### config.mk
export PLATFORM = sky130hd
export DESIGN_NAME = afg_front
export DESIGN_NICKNAME = d
export VERILOG_FILES = /design/src/rtl/afg_pkg.sv /design/src/rtl/afg_front.sv
export SDC_FILE = /design/constraint.sdc
export NUM_CORES = 1
export LEC_CHECK = 0
export ABC_AREA = 1
export BUFFER_PORTS_ARGS = -buffer_cell sky130_fd_sc_hd__buf_2
export CORE_MARGIN = 5
export CORE_UTILIZATION = 35
export CTS_BUF_LIST = sky130_fd_sc_hd__clkbuf_4
export DETAILED_ROUTE_END_ITERATION = 6
export MAX_ROUTING_LAYER = met4
export PLACE_DENSITY = 0.64
export SYNTH_ARGS = -nofsm -noshare
export SYNTH_HDL_FRONTEND = slang
export SYNTH_SLANG_ARGS = --single-unit
### constraint.sdc
create_clock -name aclk -period 3 [get_ports aclk]
set_input_delay 0.15 -clock aclk [delete_from_list [all_inputs] [get_ports aclk]]
set_output_delay 0.15 -clock aclk [all_outputs]
set_load 0.01 [all_outputs]
### src/rtl/afg_pkg.sv
`default_nettype none
// ----------------------------------------------------------------------------
// afg_pkg
// shared types and constants of the fade and gain stage
// ----------------------------------------------------------------------------
package afg_pkg;

    localparam int SAMPLE_BITS        = 16;
    localparam int POSITION_BITS      = 31;
    localparam int RAMP_FRACTION_BITS = 16;

    localparam int LEN_BITS   = 31;
    localparam int GAIN_BITS  = 16;
    localparam int GAIN_FRAC  = 14;
    localparam int CFG_BITS   = 31;
    localparam int CFG_IDX_BITS = 3;

    localparam logic [GAIN_BITS-1:0] GAIN_UNITY = 16'd16384;
    localparam logic [GAIN_BITS-1:0] GAIN_MAX   = 16'd32768;

    typedef enum logic [CFG_IDX_BITS-1:0] {
        REG_TRACK_LEN    = 3'd0,
        REG_FADE_IN_LEN  = 3'd1,
        REG_FADE_OUT_LEN = 3'd2,
        REG_GAIN         = 3'd3,
        REG_GAIN_ENABLED = 3'd4
    } cfg_idx_t;

    typedef struct packed {
        logic                 neg;
        logic                 beyond;
        logic                 fade_in_on;
        logic                 fade_out_on;
    } flags_t;

    typedef struct packed {
        logic [LEN_BITS-1:0]  fade_in_len;
        logic [LEN_BITS-1:0]  fade_out_len;
        logic [GAIN_BITS-1:0] gain_eff;
        logic                 gain_on;
    } cfg_t;

endpackage
`default_nettype wire

### src/rtl/afg_front.sv
`default_nettype none
// ----------------------------------------------------------------------------
// afg_front
// configuration registers and per-sample classification
// ----------------------------------------------------------------------------
module afg_front #(
    parameter int SAMPLE_BITS   = afg_pkg::SAMPLE_BITS,
    parameter int POSITION_BITS = afg_pkg::POSITION_BITS,
    parameter int ITEM_BITS     = 4 + SAMPLE_BITS + 2 * afg_pkg::LEN_BITS
) (
    input  wire logic                               aclk,
    input  wire logic                               aresetn,
    input  wire logic                               cfg_we,
    input  wire logic [afg_pkg::CFG_IDX_BITS-1:0]   cfg_addr,
    input  wire logic [afg_pkg::CFG_BITS-1:0]       cfg_wdata,
    input  wire logic [SAMPLE_BITS-1:0]             sample_in,
    input  wire logic [POSITION_BITS-1:0]           position,
    output      logic [ITEM_BITS-1:0]               item,
    output      afg_pkg::cfg_t                      cfg
);
    localparam int LB = afg_pkg::LEN_BITS;
    localparam int CW = (POSITION_BITS > LB) ? POSITION_BITS : LB;

    logic [LB-1:0]                 track_len_reg, fade_in_reg, fade_out_reg;
    logic [afg_pkg::GAIN_BITS-1:0] gain_reg;
    logic                          gain_en_reg;

    always_ff @(posedge aclk) begin
        if (!aresetn) begin
            track_len_reg <= '0;
            fade_in_reg   <= '0;
            fade_out_reg  <= '0;
            gain_reg      <= afg_pkg::GAIN_UNITY;
            gain_en_reg   <= 1'b1;
        end else if (cfg_we) begin
            unique case (cfg_addr)
                afg_pkg::REG_TRACK_LEN:    track_len_reg <= cfg_wdata[LB-1:0];
                afg_pkg::REG_FADE_IN_LEN:  fade_in_reg   <= cfg_wdata[LB-1:0];
                afg_pkg::REG_FADE_OUT_LEN: fade_out_reg  <= cfg_wdata[LB-1:0];
                afg_pkg::REG_GAIN:
                    gain_reg <= cfg_wdata[afg_pkg::GAIN_BITS-1:0];
                afg_pkg::REG_GAIN_ENABLED: gain_en_reg   <= cfg_wdata[0];
                default: ;
            endcase
        end
    end

    logic [afg_pkg::GAIN_BITS-1:0] gain_eff;
    assign gain_eff = (gain_reg > afg_pkg::GAIN_MAX) ? afg_pkg::GAIN_MAX : gain_reg;

    always_comb begin
        cfg.fade_in_len  = fade_in_reg;
        cfg.fade_out_len = fade_out_reg;
        cfg.gain_eff     = gain_eff;
        cfg.gain_on      = gain_en_reg && (gain_eff != afg_pkg::GAIN_UNITY);
    end

    logic [CW-1:0]          pos_ext;
    logic [LB-1:0]          num;
    logic [SAMPLE_BITS-1:0] mag;
    afg_pkg::flags_t        fl;

    always_comb begin
        pos_ext        = CW'(position);
        fl.neg         = sample_in[SAMPLE_BITS-1];
        fl.beyond      = pos_ext >= CW'(track_len_reg);
        num            = track_len_reg - LB'(1) - pos_ext[LB-1:0];
        fl.fade_in_on  = !fl.beyond && (pos_ext < CW'(fade_in_reg));
        fl.fade_out_on = !fl.beyond && (num < fade_out_reg);
        mag            = fl.neg ? (~sample_in + SAMPLE_BITS'(1)) : sample_in;
        item = {fl, mag,
                fl.fade_in_on  ? pos_ext[LB-1:0] : LB'(0),
                fl.fade_out_on ? num : LB'(0)};
    end
endmodule
`default_nettype wire

==> implementation parameters, run 1 <==
Parameter                              Value

Drt
  Antenna-violating nets left ... 0
  Vias per cell ... 4.73
  First drt pass iteration count ... 5
  Iteration-0 DRC Markers ... 676
  Routed len/inst ... about 16 µm
  WL final ... 35.7 mm
  DRC viols ... 0
  Count of vias placed by the detailed router ... 10900

Setup path
  Highest fanout seen on the critical path ... 5
  Element type at the critical path end ... primary output
  Critical path class ... reg2out
  Data arrival at the endpoint of the critical path ... roughly 3.7 ns
  Number of cells on the worst reg-to-reg path ... 4
  CP required ... 2.85 ns
  CP Launch Type ... flop

CTS
  CTS buffer count ... 9
  Latest clock arrival within the worst-skew pair ... 0.52 ns
  Clock-pin transition on the worst setup and hold timing paths ... 0.24 ns
  Clock tree from TritonCTS ... built
  Deepest clock path buffer count ... 2
  CTS H-tree lvls ... 3
  Root Buffer ... sky130_fd_sc_hd__clkbuf_4
  Number of sinks handled by clock tree synthesis ... between 100 and 150

Min path
  Hold depth ... 3
  Worst hold path class ... in2reg

STA
  Unrepaired setup endpoints after global routing ... true
  Clock tree skew after final layout ... 0 ns
  Transition at the pin with the smallest max-transition slack ... roughly 0.64 ns
  Headroom to the max-slew limit ... 0.574
  Highest attainable clock frequency ... 261 MHz
  Share of the clock period used by the worst path ... 1.28
  Final Hold Vio Count ... 0
  TNS Setup ... -25.93 ns
  Final number of max-transition violations ... 0
  Final worst setup slack ... -0.838 ns
  Min Tclk post-route ... 3.84 ns
  Final-report setup violation count ... 32

Global route
  Global-route congestion overflow total ... 0
  Number of antenna violations at the first check in global routing ... 4
  Overall global routing resource usage ... 0.224
  Pin count of the biggest net entering global routing ... 63
  Number of global-route vias before repair ... 10300
  Wire length of the first global-routing pass ... ~54 mm

Job
  Max Cap Violations ... 0

Layout
  Area grow syn2layout ... 49.3%
  Share of cells above drive strength 1 ... 0.362
  Nets@finish ... approximately 2200
  Filler cell count ... 2584

Die
  # IOs ... about 250
  DIE HEIGHT ... 176 µm
  Number of standard-cell rows in the floorplan ... 60
  Total Die Area ... slightly above 30000 µm²
  Initial core utilization ... 0.356
  Die boundary width ... 176 µm
  Placeable Area ... around 27000 µm²

Synthesis
  Post-synth net total ... 1712
  Count of synthesis-stage warnings from yosys ... 0
  Cell type with the highest aggregate area in the netlist ... sky130_fd_sc_hd__dfxtp_1
  Area fraction of the dominant cell type after synthesis ... 0.229
  Share of synthesized registers carrying an async set or reset ... 0
  Dominant cells by area after synthesis ... sky130_fd_sc_hd__dfxtp_1 23%, sky130_fd_sc_hd__ha_1 16%, sky130_fd_sc_hd__nand2_1 13%
  Sequential fraction of the synthesis area ... 0.229
  Number of instances in the synthesized netlist ... 1505
  Area of the mapped netlist ... just under 10000 µm²
  Number of synthesized flops with an enable pin ... 0
  Distinct cells, synth ... 36
  Top flip-flop cell by instance count after synthesis ... sky130_fd_sc_hd__dfxtp_1
  Count of state elements after synthesis ... 110
  Avg Cell Area, Syn ... 6.39 µm²

Placement
  Final RePlAce weighted congestion ... 0.953
  Post-detailed-placement half-perimeter wirelength ... 27.9 mm
  Count of buffers inserted at the top-level ports ... 244

Power and ir drop
  Highest ir drop seen on vdd ... between 0.00015 and 0.0002 V
  Cell area power density ... 299 nW/µm²
  Total power after layout ... roughly 4300 µW
  Leakage power ... 0.00737 µW

Status
  Result of the run ... complete, but fails checks
  Failing checks ... setup timing
==> worst paths after layout <==
| path | slack (ns) | endpoint | from |
|---|---|---|---|
| max | -0.84 | item[6] | track_len_reg[4] |
| min | 0.08 | fade_out_reg[0] | aresetn |
| max reg2reg | 1.67 | track_len_reg[0] | track_len_reg[0] |
| min reg2reg | 0.49 | track_len_reg[21] | track_len_reg[21] |
==> where the power goes <==
group          internal, µW  switching (µW)
Clock                   206             619
Combinational           872            1050
Sequential             1520            33.7
==> cells in the mapped netlist, types with 3 or more instances <==
cell                         n
sky130_fd_sc_hd__a21o_1      6
sky130_fd_sc_hd__a21oi_1   164
sky130_fd_sc_hd__buf_12      3
sky130_fd_sc_hd__buf_2       4
sky130_fd_sc_hd__buf_6       3
sky130_fd_sc_hd__clkbuf_1   36
sky130_fd_sc_hd__dfxtp_1   110
sky130_fd_sc_hd__ha_1      122
sky130_fd_sc_hd__inv_1     322
sky130_fd_sc_hd__inv_2       3
sky130_fd_sc_hd__nand2_1   342
sky130_fd_sc_hd__nand2_2    11
sky130_fd_sc_hd__nand3_1    27
sky130_fd_sc_hd__nand3b_1   13
sky130_fd_sc_hd__nand4_1    10
sky130_fd_sc_hd__nor2_1     90
sky130_fd_sc_hd__nor2_2     35
sky130_fd_sc_hd__nor2_4      3
sky130_fd_sc_hd__nor3_1      9
sky130_fd_sc_hd__nor3_2     29
sky130_fd_sc_hd__nor4_1      3
sky130_fd_sc_hd__o21a_1      3
sky130_fd_sc_hd__o21ai_0   116
sky130_fd_sc_hd__xnor2_1     5
sky130_fd_sc_hd__xor2_1     19
==> kinds of logic after synthesis <==
family          Yosys count  synth area share
fa+ha+maj               123             0.161
flops                   110             0.229
buf+inv                 374             0.155
simple gates            576             0.274
compound gates          298             0.160
xor+xnor                 24            0.0218
==> worst max-delay path, cell delays in order (launching register included) <==
cell and delay (ns):
sky130_fd_sc_hd__dfxtp_2 0.39, sky130_fd_sc_hd__ha_4 0.30, sky130_fd_sc_hd__nand2_2 0.08, sky130_fd_sc_hd__nor2_1 0.14, sky130_fd_sc_hd__nand2_2 0.08, sky130_fd_sc_hd__nand3_4 0.08
sky130_fd_sc_hd__nand2_2 0.07, sky130_fd_sc_hd__nand2_4 0.11, sky130_fd_sc_hd__nand2_2 0.07, sky130_fd_sc_hd__nand2_1 0.10, sky130_fd_sc_hd__nand2_1 0.07, sky130_fd_sc_hd__nand2_1 0.08
sky130_fd_sc_hd__inv_1 0.05, sky130_fd_sc_hd__ha_1 0.32, sky130_fd_sc_hd__a21oi_1 0.19, sky130_fd_sc_hd__a21oi_2 0.08, sky130_fd_sc_hd__nor2_2 0.11, sky130_fd_sc_hd__nand2_2 0.08
sky130_fd_sc_hd__a21oi_4 0.15, sky130_fd_sc_hd__nand2_4 0.09, sky130_fd_sc_hd__buf_12 0.16, sky130_fd_sc_hd__buf_16 0.14, sky130_fd_sc_hd__nor2_4 0.10, sky130_fd_sc_hd__buf_6 0.11
==> stage by stage <==
| step | area (µm²) | hold WS [ns] | instances | setup WS [ns] | utilization |
|---|---|---|---|---|---|
| after floorplan | 9620 | 0.275 | 1505 | -0.0174 | - |
| after global placement | 12300 | 0.444 | 2207 | -0.299 | 0.454 |
| after detailed placement | 12300 | 0.456 | 2207 | -0.369 | 0.454 |
| after CTS | 13400 | 0.0425 | 2281 | -0.867 | 0.497 |
| after global routing | 14400 | 0.0967 | 2297 | -1.06 | 0.532 |
| final | 14400 | 0.0751 | 2297 | -0.838 | 0.532 |
==> cell type report <==
type / count / area [µm²] / share of cell area
sequential: 110 / 2230 / 0.155
timing repair buffer: 476 / 3360 / 0.234
clock buffer: 9 / 67.6 / 0.00470
multi-input combinational: 1024 / 6960 / 0.484
clock inverter: 7 / 86.3 / 0.00601
antenna: 4 / 10.0 / 0.000697
inverter: 326 / 1230 / 0.0855
tap: 341 / 427 / 0.0297
==> metal layers <==
layer | track usage | part of all wire | vias up
met5 | - | 0 | -
met4 | 0.0737 | 0.030 | 0
met3 | 0.0237 | 0.046 | 64
met2 | 0.348 | 0.46 | 315
met1 | 0.306 | 0.47 | 4899
li1 | - | - | 5582
==> timing repair <==
item,4_1_cts,5_1_grt
setup endpoints to repair,65,65
hold buffers,36,0
buffers inserted,19,10
hold endpoints to repair,105,0
gates cloned,5,2
pin swaps,20,31
resized for setup,72,183
==> cells in the final DEF (no fill, tap or decap), drive strengths merged <==
cell	count
buf	440
nand2	358
inv	327
a21oi	166
nor2	128
ha	122
o21ai	116
dfxtp	110
nor3	39
dlygate4sd3	36
nand3	27
xor2	19
nand3b	13
nand4	10
clkbuf	9
a21o	6
xnor2	5
diode	4
clkinv	4
o21a	3
nor4	3
o211ai	2
a31oi	2
clkinvlp	2
o21bai	2
or2	1
a21boi	1
fa	1
(Power assumes the default switching activity.)
==> run 2, diff against run 1 <==
REMOVE_ABC_BUFFERS = 1   (was default)
==> implementation parameters, run 2 (synthesis results as in run 1) <==
Parameter                              Value

STA
  Clock tree skew after final layout ... 0 ns
  TNS Setup ... -27.16 ns
  Highest attainable clock frequency ... 257 MHz
  Min Tclk post-route ... 3.89 ns
  Share of the clock period used by the worst path ... 1.30
  Transition at the pin with the smallest max-transition slack ... 1.10 ns
  Final Hold Vio Count ... 0
  Final number of max-transition violations ... 0
  Headroom to the max-slew limit ... 0.265
  Unrepaired setup endpoints after global routing ... true
  Final-report setup violation count ... 32
  Final worst setup slack ... -0.886 ns

Die
  Placeable Area ... 27000 µm²
  Total Die Area ... 30900 µm²
  Initial core utilization ... 0.356
  Number of standard-cell rows in the floorplan ... 60
  DIE HEIGHT ... 176 µm
  # IOs ... 245
  Die boundary width ... 176 µm

Setup path
  Worst setup startpoint ... track_len_reg[10]
  Number of cells on the worst reg-to-reg path ... 4
  Ordered cell list for the critical path ... ha_4 -> buf_4 -> nand2_1 -> nand2_1 -> inv_1 -> nand2_1 -> nand3b_1 -> buf_4 -> nand2_2 -> nand3b_1 -> nand2_1 -> inv_1 -> ha_1 -> nand3_2 -> a21oi_1 -> nor2_2 -> nand2_2 -> a21oi_2 -> nand2_4 -> clkbuf_16 -> nor2_2 -> buf_2
  Max stage delay cell, worst path ... sky130_fd_sc_hd__dfxtp_2
  Critical register-to-register path endpoint ... track_len_reg[0]
  Highest fanout seen on the critical path ... 8
  Crit path to ... item[10]
  Beginning of the worst register-to-register path ... track_len_reg[0]
  Critical path class ... reg2out
  CP required ... around 2.9 ns
  Element type at the critical path end ... primary output
  Worst path most repeated cell ... sky130_fd_sc_hd__nand2_1
  CP Launch Type ... flop
  Largest stage delay on the critical path ... approximately 0.37 ns
  Data arrival at the endpoint of the critical path ... 3.74 ns
  Worst setup slack for register-to-register paths ... 1.68 ns

Global route
  Pin count of the biggest net entering global routing ... 63
  Overall global routing resource usage ... 0.225
  Global-route congestion overflow total ... 0
  Number of global-route vias before repair ... 10300
  Wire length of the first global-routing pass ... 54.1 mm
  Number of antenna violations at the first check in global routing ... 2

Layout
  Share of cells above drive strength 1 ... 0.368
  Area grow syn2layout ... 49.6%
  Area taken by multi-input logic gates ... about 6800 µm²
  FF+latch area ... between 2000 and 2500 µm²
  Count of non-filler cells in the finished layout ... 2327
  Post-Route Utilization ... 0.532
  Most frequent cells in the layout ... 313 x sky130_fd_sc_hd__inv_1, 295 x sky130_fd_sc_hd__nand2_1, 228 x sky130_fd_sc_hd__buf_2
  Commonest non-fill, non-tap cell in the layout ... sky130_fd_sc_hd__inv_1
  Filler cell count ... 2688
  Final design area excluding fillers ... between 10000 and 15000 µm²
  Nets@finish ... 2187

Power and ir drop
  Leakage power ... 0.00752 µW
  Cell area power density ... ~300 nW/µm²
  Total power after layout ... 4250 µW
  Highest ir drop seen on vdd ... ~0.00019 V

Placement
  Number of cells in the design after placement ... 2240
  Post-detailed-placement half-perimeter wirelength ... 27.8 mm
  Post-detailed-placement cell area ... 12500 µm²
  Count of buffers inserted at the top-level ports ... 244
  Final RePlAce weighted congestion ... roughly 0.98

CTS
  CTS buffer count ... 9
  Clock-pin transition on the worst setup and hold timing paths ... around 0.20 ns
  Deepest clock path buffer count ... 2
  CTS H-tree lvls ... 3
  Latest clock arrival within the worst-skew pair ... 0.53 ns
  Clock tree from TritonCTS ... built
  Root Buffer ... sky130_fd_sc_hd__clkbuf_4
  Number of sinks handled by clock tree synthesis ... 110

Drt
  Vias per cell ... 4.70
  Count of vias placed by the detailed router ... approximately 11000
  First drt pass iteration count ... 5
  WL final ... about 36 mm
  Iteration-0 DRC Markers ... ~550
  Antenna-violating nets left ... 0
  Routed len/inst ... 15.5 µm
  DRC viols ... 0

Min path
  Worst hold path class ... in2reg
  Hold wc startpoint ... cfg_wdata[28]

Status
  Result of the run ... complete, but fails checks
  Failing checks ... setup timing

Job
  Max Cap Violations ... 0
run 2: through the flow:
stage          worst slack, ns  hold slack, ns
4_1_cts                 -0.839           0.431
3_3_place_gp            -0.475           0.449
6_report                -0.886           0.460
3_5_place_dp            -0.534           0.453
5_1_grt                  -1.13           0.455
2_1_floorplan           -0.162           0.275
run 2: worst min-delay path by stage:
| stage | to | slack [ns] | cells after the start |
|---|---|---|---|
| 2_1_floorplan | gain_reg[14] | 0.27 | 2 |
| 3_3_place_gp | track_len_reg[30] | 0.45 | 2 |
| 3_5_place_dp | gain_reg[13] | 0.45 | 3 |
| 4_1_cts | fade_in_reg[1] | 0.43 | 4 |
| 5_1_grt | fade_in_reg[24] | 0.46 | 4 |
| 6_report | fade_in_reg[28] | 0.46 | 4 |
run 2: worst max-delay path, delay by kind of cell (launching register included):
| kind | cells | cell delay (ns) |
|---|---|---|
| flip-flops | 1 | 0.37 |
| AND/OR/NAND/NOR | 12 | 1.30 |
| buffers and inverters | 6 | 0.82 |
| AO/OA/AOI/OAI | 2 | 0.21 |
| adder cells (fa/ha/maj) | 2 | 0.51 |
run 2: cell type report:
type / instances / area share
inverters: 326 / 0.0850
clock buffers: 9 / 0.00470
clock inverters: 6 / 0.00391
flip-flops and latches: 110 / 0.155
multi-input cells: 1022 / 0.473
well taps: 341 / 0.0296
diodes: 2 / 0.000348
repair buffers: 511 / 0.248
run 2: repair_timing:
action / in CTS / in global routing
gates resized for setup: 83 / 139
setup buffers: 18 / 8
pin swaps: 11 / 45
setup endpoints to repair: 63 / 61
cloned: 1 / 3
hold buffers: 40 / 0
hold endpoints to repair: 110 / 0
run 2: power breakdown:
part	internal [µW]	switching, µW	leakage (µW)	total, µW
clock	182	610	0.0000660	792
combinational	862	1040	0.00655	1900
sequential	1520	31.0	0.000904	1550
total	2560	1680	0.00752	4250
run 2: routing by layer:
layer / global-route usage / routed length [µm] / vias up
met5: - / 0 / -
met4: 0.0413 / 605 / 0
met3: 0.0271 / 1660 / 38
met2: 0.376 / 17000 / 267
met1: 0.296 / 16700 / 4988
li1: - / - / 5640
