===== config.mk =====
export PLATFORM = sky130hd
export DESIGN_NAME = afg_queue
export DESIGN_NICKNAME = d
export VERILOG_FILES = /design/src/rtl/afg_queue.sv
export SDC_FILE = /design/constraint.sdc
export NUM_CORES = 1
export LEC_CHECK = 0
export ABC_AREA = 1
export BUFFER_PORTS_ARGS = -buffer_cell sky130_fd_sc_hd__clkbuf_2
export CORE_MARGIN = 3
export CORE_UTILIZATION = 35
export DETAILED_ROUTE_END_ITERATION = 8
export PLACE_DENSITY = 0.67
export SYNTH_ARGS = -nofsm -noshare
export SYNTH_HDL_FRONTEND = slang
export SYNTH_SLANG_ARGS = --single-unit

===== constraint.sdc =====
create_clock -name aclk -period 1.2 [get_ports aclk]
set_input_delay 0 -clock aclk [delete_from_list [all_inputs] [get_ports aclk]]
set_output_delay 0 -clock aclk [all_outputs]
set_load 0.02 [all_outputs]

===== src/rtl/afg_queue.sv =====
`default_nettype none
// ----------------------------------------------------------------------------
// afg_queue
// two-entry queue between classification and arithmetic
// ----------------------------------------------------------------------------
module afg_queue #(
    parameter int WIDTH = 8
) (
    input  wire logic             aclk,
    input  wire logic             aresetn,
    input  wire logic             wr_valid,
    output      logic             wr_ready,
    input  wire logic [WIDTH-1:0] wr_data,
    output      logic             rd_valid,
    input  wire logic             rd_ready,
    output      logic [WIDTH-1:0] rd_data
);
    logic [WIDTH-1:0] mem_reg [0:1];
    logic             wp_reg, rp_reg;
    logic [1:0]       cnt_reg;
    logic             push, pop;

    assign wr_ready = cnt_reg != 2'd2;
    assign rd_valid = cnt_reg != 2'd0;
    assign rd_data  = mem_reg[rp_reg];
    assign push     = wr_valid && wr_ready;
    assign pop      = rd_valid && rd_ready;

    always_ff @(posedge aclk) begin
        if (push) mem_reg[wp_reg] <= wr_data;
    end

    always_ff @(posedge aclk) begin
        if (!aresetn) begin
            wp_reg  <= 1'b0;
            rp_reg  <= 1'b0;
            cnt_reg <= 2'd0;
        end else begin
            if (push) wp_reg <= !wp_reg;
            if (pop)  rp_reg <= !rp_reg;
            cnt_reg <= cnt_reg + 2'(push) - 2'(pop);
        end
    end
endmodule
`default_nettype wire


==> results by group, run 1 <==
Worst setup path
  • WP buf/inv: 4
  • FF-to-FF Start: cnt_reg[0]$_SDFF_PN0_
  • WP data required: 1.22 ns
  • Worst EP arrival: 1.37 ns
  • CP max stage delay: 0.39 ns
  • CP cell instances: inv_4 > nand2_4 > nand2_4 > buf_4 > buf_6 > nor2_4 > buf_6
  • CP delay by family, top: buffers and inverters
  • Startpoint Class: flip-flop
  • Slowest cell on the critical path: dfxtp_4
  • Critical path type: flip-flop to flip-flop
  • Worst Path Max Fanout: 4
  • Setup crit start: cnt_reg[0]$_SDFF_PN0_
  • CP endpoint kind: flip-flop

STA
  • Final setup fails: 26
  • Tmin final: 1.35 ns
  • Slew Limit Fails: 0
  • RSZ-0062 raised after global routing: true
  • Worst Tran Pin Value: 0.160 ns
  • FMAX: 738 MHz
  • Final Hold Viols: 0
  • Rel. slew slack: 89.3%
  • Fin crit share: 113%
  • Final WS setup: -0.155 ns
  • Skew final: 0.00793 ns

Power
  • Leakage: 0.000586 uW
  • Pwr/cell area: 1990 nW/um^2
  • Worst vdd rail ir drop: 0.00116 V
  • Overall Power: 2700 uW

Synthesis
  • Register area share after synthesis: 69.9%
  • Synthesized instance count: 61
  • Synthesized Nets: 74
  • Mapped Area: 831 um^2
  • #FFs+latches synth: 21
  • Synthesis warning total: 0
  • Yosys cell types: 16
  • Syn_area_per_cell: 13.6 um^2

Placement
  • Routability cong.: 0.648
  • IO buf count: 21
  • Placed Instances: 118
  • Detail Placement HPWL: 1.02 mm
  • Placed instance area: 1040 um^2

Finish
  • Area delta synth->final: 63.3%
  • Final net count: 121
  • Layout cell share with drive strength beyond 1: 54.2%
  • Antenna Cells: 0
  • Largest register FFs: 16
  • Final instance area: 1360 um^2
  • Fin util: 60.7%
  • Post-Layout Cell Count: 135

Clock network
  • CTS max path bufs: 2
  • Clock Root Buffer: clkbuf_4
  • Num CTS Buffers: 3
  • CTS sink cnt: 21
  • # H-tree levels: 1
  • CTS tree: done
  • CTS clk-pin slew, worst paths: 0.10 ns
  • Later-pin clock latency in the skew report: 0.29 ns

Drt
  • DR pass1 iterations: 4
  • Initial DRC count: 3
  • DRC viols: 0
  • Via count: 578
  • Antenna Nets Post-Route: 0
  • Final wirelength: 1.52 mm
  • WL/cell: 11.3 um
  • Vias/cell: 4.28

Floorplan
  • Initial Utilization: 37.2%
  • Die span in y: 54.7 um
  • Chip width: 54.7 um
  • Full die area: 2990 um^2
  • I/O pins: 22
  • Core Footprint: 2230 um^2
  • Row Count: 17

GRT
  • Vias in the first global route: 567
  • Initial antenna violation count: 0
  • Overflow after GRT: 0
  • First-pass GRT wire length: 2.33 mm
  • Global-route usage over all layers: 11.3%
  • Largest net degree at the start of global routing: 12

Run
  • Max Cap Viol: 0

Outcome
  • Violated checks: setup timing
  • Status: finished with violations

Hold path
  • Hold Crit Start: wr_valid
  • Worst hold path type: input port to flip-flop
-- cell type report --
| cell class | instances | area, um^2 |
|---|---|---|
| fillers | 173 | 877 |
| flip-flops and latches | 21 | 589 |
| repair buffers | 43 | 395 |
| multi-input cells | 32 | 282 |
| well taps | 28 | 35.0 |
| inverters | 7 | 28.8 |
| clock buffers | 4 | 26.3 |
-- timing repair --
item	in CTS	in global routing
gates resized for setup	35	14
gates cloned	0	0
setup buffers	0	4
hold buffers	8	1
hold endpoints to repair	21	5
setup endpoints to repair	25	26
pin swaps	2	4
-- power by group --
part | total, uW | switching (uW) | internal, uW | leakage (uW)
Clock | 317 | 188 | 129 | 0.0000150
Combinational | 1290 | 564 | 724 | 0.000379
Sequential | 1090 | 136 | 957 | 0.000192
Total | 2700 | 888 | 1810 | 0.000586
-- kinds of logic after synthesis --
| kind of cell | share of synthesized area, % |
|---|---|
| simple gates | 12.3 |
| flops | 69.9 |
| buf+inv | 3.77 |
| mux | 10.8 |
| compound gates | 0.602 |
| xor+xnor | 1.05 |
| fa+ha+maj | 1.51 |
-- cell usage in the layout (no fill, tap or decap), types with 3 or more instances in the layout --
| master | Yosys | layout |
|---|---|---|
| clkbuf_2 | 0 | 13 |
| buf_6 | 0 | 8 |
| dlygate4sd3_1 | 0 | 9 |
| mux2_4 | 0 | 8 |
| nor2_4 | 1 | 4 |
| nor2_1 | 6 | 5 |
| nand2_1 | 9 | 9 |
| buf_8 | 0 | 7 |
| edfxtp_1 | 16 | 16 |
| inv_1 | 7 | 5 |
| buf_4 | 0 | 6 |
| clkbuf_4 | 0 | 3 |
-- worst paths after layout --
| kind | depth (start not counted) | endpoint | slack (ns) |
|---|---|---|---|
| hold reg to reg | 2 | rp_reg$_SDFFE_PN0P_ | 0.51 |
| hold / removal | 6 | cnt_reg[0]$_SDFF_PN0_ | 0.22 |
| setup reg to reg | 7 | mem_reg[0][6]$_DFFE_PP_ | -0.15 |
| setup / recovery | 7 | mem_reg[0][6]$_DFFE_PP_ | -0.15 |
-- metrics by stage --
stage                     hold slack [ns]  setup slack (ns)  setup TNS (ns)
after floorplan                    0.0934           -0.0844         -0.0844
after global placement              0.190           -0.0659         -0.0670
after detailed placement            0.195            -0.126          -0.378
after CTS                         -0.0709            -0.123          -0.936
after global routing                0.213            -0.257           -3.73
final                               0.215            -0.155           -2.40
-- layer usage --
metal	global-route usage, %	routed length [um]	up-vias
met2	20.1	815	15
met3	3.81	89	2
met5	0	0	-
met4	4.98	5	0
met1	12.0	610	264
li1	-	-	297
-- tightest hold or removal path: cells and delay by family --
kind	cells	cell delay, ns
buffers and inverters	2	0.14
adders and majority gates	1	0.13
xor gates and xnor gates	1	0.11
and+or+nand+nor	2	0.11
-- Yosys cell counts --
cell type  instances  share of area (%)
nand2_2            1               0.75
xnor2_1            1                1.1
nor2_2             2                1.5
nor2_1             6                2.7
nand2_1            9                4.1
nand3_1            1               0.60
ha_1               1                1.5
nor2_4             1                1.4
a21oi_1            1               0.60
mux2_2             5                6.8
nand2_4            1                1.4
buf_2              1               0.60
dfxtp_1            5                 12
edfxtp_1          16                 58
mux2_1             3                4.1
inv_1              7                3.2
Power figures use the tool's default switching activity.
==> run 2, diff against run 1 <==
- ABC_AREA: 1 -> unset
- CTS_CLUSTER_SIZE: unset -> 25
==> run 2 against run 1 <==
Effect of this change: the flow still finishes with violations (setup timing); global-route usage down 1.2 points; combinational power down 26%; fmax up 7.8%; clock skew down 0.0052 ns; final cell count down 9.6%; clock power down 3%; flip-flop and latch count unchanged; critical path depth down 2; count of clock-buffer cells in the layout unchanged; non-clock buffer count down 7; worst setup slack better by 0.098 ns; register-to-register slack better by 0.098 ns.
==> results by group, run 2 <==
GRT
  • Initial antenna violation count: 0 (unchanged)
  • Overflow after GRT: 0 (unchanged)
  • Vias in the first global route: 521 (-8.1%)
  • First-pass GRT wire length: 2.15 mm (-7.7%)
  • Largest net degree at the start of global routing: 12 (unchanged)
  • Global-route usage over all layers: 10.1% (-1.2 points)

STA
  • Skew final: 0.00276 ns (-0.00518 ns)
  • Slew Limit Fails: 0 (unchanged)
  • FMAX: 796 MHz (+7.8%)
  • Tmin final: 1.26 ns (-0.0975 ns)
  • Fin crit share: 105% (-8.1 points)
  • Worst Tran Pin Value: 0.314 ns (+0.154 ns)
  • Final WS setup: -0.0571 ns (+0.0975 ns)
  • Rel. slew slack: 78.8% (-11 points)
  • Hold slack: 0.122 ns (-0.0933 ns)
  • Final Hold Viols: 0 (unchanged)
  • RSZ-0062 raised after global routing: true
  • Final setup fails: 10 (-62%)

Floorplan
  • Die span in y: 54.9 um (+0.26%)
  • Full die area: 3010 um^2 (+0.53%)
  • Initial Utilization: 37.4% (+0.22 points)
  • I/O pins: 22 (unchanged)
  • Core Footprint: 2230 um^2 (unchanged)
  • Chip width: 54.9 um (+0.26%)
  • Row Count: 17 (unchanged)

Synthesis
  • Post-synth EDFFs: 16 (unchanged)
  • Top post-synthesis cells by area: edfxtp_1, dfxtp_1, mux2_2
  • Synth Flop Type: edfxtp_1
  • Top cell type's share of synthesized area: 57.5% (-0.35 points)
  • Ys async rst share: 0% (unchanged)
  • Synthesized instance count: 55 (-9.8%)
  • Top-count cell post-synth: edfxtp_1
  • Synth area leader: edfxtp_1
  • Yosys cell types: 23 (+7)
  • Mapped Area: 836 um^2 (+0.60%)
  • Register area share after synthesis: 69.5% (-0.42 points)
  • Most frequent cells after synthesis: edfxtp_1, mux2_2, dfxtp_1, nor2_1
  • Synthesized Nets: 68 (-8.1%)
  • Synthesis warning total: 0 (unchanged)
  • #FFs+latches synth: 21 (unchanged)
  • Syn_area_per_cell: 15.2 um^2 (+12%)

Outcome
  • Violated checks: setup timing
  • Status: finished with violations

Finish
  • Largest register FFs: 16 (unchanged)
  • Antenna Cells: 0 (unchanged)
  • Fill count: 179 (+3.5%)
  • Commonest non-fill, non-tap cell in the layout: edfxtp_1
  • Area delta synth->final: 58.4%
  • Most frequent cells in the layout: edfxtp_1, clkbuf_2, dlygate4sd3_1
  • Layout cell share with drive strength beyond 1: 55.3% (+1.1 points)
  • Final net count: 108 (-11%)

Clock network
  • CTS clk-pin slew, worst paths: 0.10 ns (about the same)
  • # H-tree levels: 1 (unchanged)
  • Num CTS Buffers: 3 (unchanged)
  • Clock Root Buffer: clkbuf_4
  • CTS sink cnt: 21 (unchanged)
  • CTS max path bufs: 2 (unchanged)
  • CTS tree: done
  • Later-pin clock latency in the skew report: 0.28 ns (about the same)

Worst setup path
  • Worst Path Max Fanout: 4 (unchanged)
  • WP data required: 1.38 ns (+0.16 ns)
  • Worst EP arrival: 1.44 ns (+0.07 ns)
  • Startpoint Class: flip-flop
  • CP endpoint kind: flip-flop
  • Critical path type: flip-flop to flip-flop

Power
  • Worst vdd rail ir drop: 0.000816 V (-30%)
  • Clock power share: 13.9% (+2.1 points)
  • Gate power share: 42.8% (-4.9 points)
  • Sequential power share: 43.3% (+2.8 points)
  • Overall Power: 2220 uW (-18%)
  • Switching portion of total power: 28.2% (-4.7 points)
  • Pwr/cell area: 1680 nW/um^2 (-16%)
  • Leakage: 0.000538 uW (-8.1%)
  • P_sw: 626 uW (-29%)
  • Internal: 1590 uW (-12%)

Run
  • Max Cap Viol: 0 (unchanged)

Placement
  • IO buf count: 21 (unchanged)
  • Routability cong.: 0.700 (+7.9%)

Drt
  • DR pass1 iterations: 2 (-2)
  • Via count: 563 (-2.6%)
  • Final wirelength: 1.41 mm (-7.3%)
  • Antenna Nets Post-Route: 0 (unchanged)
  • Initial DRC count: 1 (-2)
  • Vias/cell: 4.61 (+7.8%)
  • WL/cell: 11.5 um (+2.6%)
  • DRC viols: 0 (unchanged)

Hold path
  • Worst hold path type: input port to flip-flop
[run 2: cell count changes after synthesis, moves of 2 or more]
cell     before  now
nand2_1       9    0
and3_1        0    2
mux2_1        3    0
nor2_2        2    0
mux2_2        5    8
o21ai_0       0    2
nor2_1        6    4
inv_1         7    2
[run 2: worst paths after layout]
check,cells past startpoint,slack [ns],to,startpoint
setup / recovery,5,-0.06,cnt_reg[0]$_SDFF_PN0_,cnt_reg[1]$_SDFF_PN0_
hold / removal,4,0.12,rp_reg$_SDFFE_PN0P_,rd_ready
hold reg to reg,2,0.53,rp_reg$_SDFFE_PN0P_,rp_reg$_SDFFE_PN0P_
setup reg to reg,5,-0.06,cnt_reg[0]$_SDFF_PN0_,cnt_reg[1]$_SDFF_PN0_
[run 2: cell type report]
cell class / count / area [um^2] / share of cell area, %
Sequential cell: 21 / 587 / 44.3
Timing Repair Buffer: 36 / 339 / 25.6
Multi-Input combinational cell: 31 / 327 / 24.7
Tap cell: 28 / 35.0 / 2.65
Clock buffer: 4 / 26.3 / 1.98
Inverter: 2 / 10.0 / 0.756
[run 2: timing repair]
item | in CTS | in global routing
hold buffers | 9 | 0
pin swaps | 0 | 3
endpoints found under the setup margin | 26 | 27
buffers inserted | 0 | 1
cloned | 0 | 0
gates resized for setup | 25 | 24
hold endpoints to repair | 18 | 0
[run 2: logic make-up after synthesis]
kind of cell | count (synthesis) | synth area share [%]
flops | 21 | 69.5
simple gates | 15 | 10.5
mux | 8 | 10.8
compound gates | 6 | 5.24
buf+inv | 3 | 1.50
xor+xnor | 1 | 1.05
fa+ha+maj | 1 | 1.50
[run 2: metrics by stage]
step | utilization, % | setup slack [ns] | area (um^2) | cells | TNS [ns]
floorplan | - | -0.0447 | 841 | 55 | -0.0846
global placement | 45.9 | -0.0265 | 1030 | 108 | -0.0730
detailed placement | 45.9 | -0.0810 | 1030 | 108 | -0.362
CTS | 55.7 | -0.0833 | 1240 | 121 | -0.397
global route | 59.3 | -0.113 | 1320 | 122 | -0.700
finish | 59.3 | -0.0571 | 1320 | 122 | -0.125
[run 2: power by group through the flow]
stage | combinational [uW] | sequential (uW) | clock (uW)
final | 949 | 961 | 309
after global routing | 1020 | 972 | 356
after CTS | 790 | 948 | 325
after detailed placement | 608 | 957 | 0
after global placement | 600 | 951 | 0
after floorplan | 393 | 942 | 0
[run 2: critical path, cell delays in order, from the launching register on]
cell and delay [ns]:
dfxtp_2 0.35, and2b_1 0.17, o21ba_4 0.20, nor2_4 0.12, ha_4 0.20, and2_1 0.13
[run 2: metal layers]
layer	vias to the layer above	global-route usage, %	routed length (um)
met5	-	0	0
met4	0	2.49	0
met3	0	3.54	92
met2	15	17.1	708
met1	266	12.0	607
li1	282	-	-
==> run 3, diff against run 2 <==
- MAX_ROUTING_LAYER: unset -> met4
==> run 3 against run 2 <==
Effect of this change: the run still ends with setup timing left; register-to-register slack about the same; via count up 0.53%; fmax about the same; core utilization did not move; critical path depth did not move; flip-flop and latch count unchanged; count of clock-buffer cells in the layout stayed put; die area is the same; worst setup slack improved by 0.00091 ns; hold slack is essentially flat.
==> results by group, run 3 (same netlist as run 2, synthesis figures left out) <==
Outcome
  • Status: finished with violations
  • Violated checks: setup timing

GRT
  • Initial antenna violation count: 0 (unchanged)
  • Global-route usage over all layers: 10.4% (+0.28 points)
  • First-pass GRT wire length: 2.15 mm (unchanged)
  • Overflow after GRT: 0 (unchanged)
  • Vias in the first global route: 520 (-0.19%)
  • Largest net degree at the start of global routing: 12 (unchanged)

Power
  • Switching portion of total power: 28.2% (about the same)
  • Internal: 1590 uW (about the same)
  • Clock power share: 13.9% (about the same)
  • P_sw: 626 uW (about the same)
  • Worst vdd rail ir drop: 0.000816 V (about the same)
  • Gate power share: 42.8% (about the same)
  • Leakage: 0.000538 uW (unchanged)
  • Overall Power: 2220 uW (about the same)
  • Sequential power share: 43.3% (about the same)
  • Pwr/cell area: 1680 nW/um^2 (about the same)

Drt
  • DR pass1 iterations: 3 (+1)
  • Vias/cell: 4.64 (+0.53%)
  • Final wirelength: 1.41 mm (about the same)
  • WL/cell: 11.6 um (about the same)
  • Antenna Nets Post-Route: 0 (unchanged)
  • Via count: 566 (+0.53%)
  • DRC viols: 0 (unchanged)
  • Initial DRC count: 1 (unchanged)

Placement
  • Placed Instances: 108 (unchanged)
  • Routability cong.: 0.707 (+1.1%)
  • IO buf count: 21 (unchanged)
  • Dpl ws: -0.0810 ns (unchanged)

Clock network
  • CTS sink cnt: 21 (unchanged)
  • CTS clk-pin slew, worst paths: 0.10 ns (about the same)
  • # H-tree levels: 1 (unchanged)
  • CTS max path bufs: 2 (unchanged)
  • Later-pin clock latency in the skew report: 0.28 ns (about the same)
  • CTS tree: done
  • Clock Root Buffer: clkbuf_4
  • Num CTS Buffers: 3 (unchanged)

Finish
  • Commonest non-fill, non-tap cell in the layout: edfxtp_1
  • Most frequent cells in the layout: edfxtp_1, clkbuf_2, dlygate4sd3_1
  • Reg area: 587 um^2 (unchanged)
  • Fill count: 179 (unchanged)
  • Final net count: 108 (unchanged)
  • Area of the multi-input gates: 327 um^2 (unchanged)
  • Antenna Cells: 0 (unchanged)
  • Post-Layout Cell Count: 122 (unchanged)
  • Largest register FFs: 16 (unchanged)
  • Area delta synth->final: 58.4% (unchanged)
  • Layout cell share with drive strength beyond 1: 55.3% (unchanged)

Run
  • Max Cap Viol: 0 (unchanged)

STA
  • Final WS setup: -0.0561 ns (+0.000910 ns)
  • Worst Tran Pin Value: 0.314 ns (+0.000185 ns)
  • Final Hold Viols: 0 (unchanged)
  • Slew Limit Fails: 0 (unchanged)
  • Skew final: 0.00249 ns (-0.000266 ns)
  • Final setup fails: 10 (unchanged)
  • Rel. slew slack: 78.8% (about the same)
  • Fin crit share: 105% (about the same)
  • RSZ-0062 raised after global routing: true
  • Tmin final: 1.26 ns (-0.000910 ns)
  • FMAX: 796 MHz (about the same)

Hold path
  • Hold Crit Start: rd_ready
  • Hold Path Sink: rp_reg$_SDFFE_PN0P_
  • Cells on Worst Hold Path: 4 (unchanged)
  • Worst hold path type: input port to flip-flop

Worst setup path
  • Slowest cell on the critical path: dfxtp_2
  • WP buf/inv: 0 (unchanged)
  • CP delay by family, top: simple AND/OR/NAND/NOR gates
  • Critical path type: flip-flop to flip-flop
  • WP depth: 5 (unchanged)
  • FF-to-FF Start: cnt_reg[1]$_SDFF_PN0_
  • CP cell instances: and2b_1 > o21ba_4 > nor2_4 > ha_4 > and2_1
  • Startpoint Class: flip-flop
  • Worst EP arrival: 1.44 ns (about the same)
  • CP max stage delay: 0.35 ns (about the same)
  • Worst R2R End: cnt_reg[0]$_SDFF_PN0_
  • Worst reg2reg path depth: 5 (unchanged)
  • WP data required: 1.38 ns (about the same)
  • R2R setup slack: -0.06 ns (about the same)
  • Worst Path Max Fanout: 4 (unchanged)
  • CP endpoint kind: flip-flop

Floorplan
  • Core Footprint: 2230 um^2 (unchanged)
  • Full die area: 3010 um^2 (unchanged)
  • Initial Utilization: 37.4% (unchanged)
  • Chip width: 54.9 um (unchanged)
  • Die span in y: 54.9 um (unchanged)
  • I/O pins: 22 (unchanged)
  • Row Count: 17 (unchanged)
-- run 3: cell counts in the layout (fill, tap and decap cells not counted) --
Identical to the previous run, type by type.
-- run 3: layout make-up --
class                      instances  share of cell area [%]
sequential                        21                    44.3
inverter                           2                   0.756
tap                               28                    2.65
timing repair buffer              36                    25.6
clock buffer                       4                    1.98
multi-input combinational         31                    24.7
-- run 3: worst max path at each step --
stage | startpoint | endpoint
after floorplan | cnt_reg[1]$_SDFF_PN0_ | cnt_reg[0]$_SDFF_PN0_
after global placement | cnt_reg[1]$_SDFF_PN0_ | cnt_reg[0]$_SDFF_PN0_
after detailed placement | cnt_reg[0]$_SDFF_PN0_ | cnt_reg[1]$_SDFF_PN0_
after CTS | cnt_reg[1]$_SDFF_PN0_ | cnt_reg[1]$_SDFF_PN0_
after global routing | cnt_reg[1]$_SDFF_PN0_ | cnt_reg[1]$_SDFF_PN0_
final | cnt_reg[1]$_SDFF_PN0_ | cnt_reg[0]$_SDFF_PN0_
-- run 3: repair_timing --
item,CTS,global route
endpoints found under the hold margin,18,0
pin swaps,0,3
resized for setup,25,24
setup endpoints to repair,26,27
hold buffers,9,0
buffers inserted,0,1
-- run 3: layer usage --
layer	up-vias	part of all wire (%)	global-route usage (%)
li1	281	-	-
met1	268	44	12.0
met2	15	50	17.1
met3	2	6.6	3.54
met4	0	0.28	2.49
met5	-	0	-
-- run 3: worst reg2reg max path, cell delays in order (launching register included) --
cell and delay (ns):
dfxtp_2 0.35, and2b_1 0.17, o21ba_4 0.20, nor2_4 0.12
ha_4 0.20, and2_1 0.13
-- run 3: metrics by stage --
step                      area (um^2)  utilization, %  hold slack [ns]  setup TNS [ns]
after floorplan                   841               -           0.0989         -0.0846
after global placement           1030            45.9            0.190         -0.0730
after detailed placement         1030            45.9            0.197          -0.362
after CTS                        1240            55.7           0.0943          -0.397
after global routing             1320            59.3            0.143          -0.700
final                            1320            59.3            0.123          -0.128
-- run 3: power by group through the flow --
stage	clock, uW	sequential [uW]	combinational, uW
2_1_floorplan	0	942	393
4_1_cts	325	948	790
6_report	308	961	950
5_1_grt	356	972	1020
3_3_place_gp	0	951	600
3_5_place_dp	0	957	608
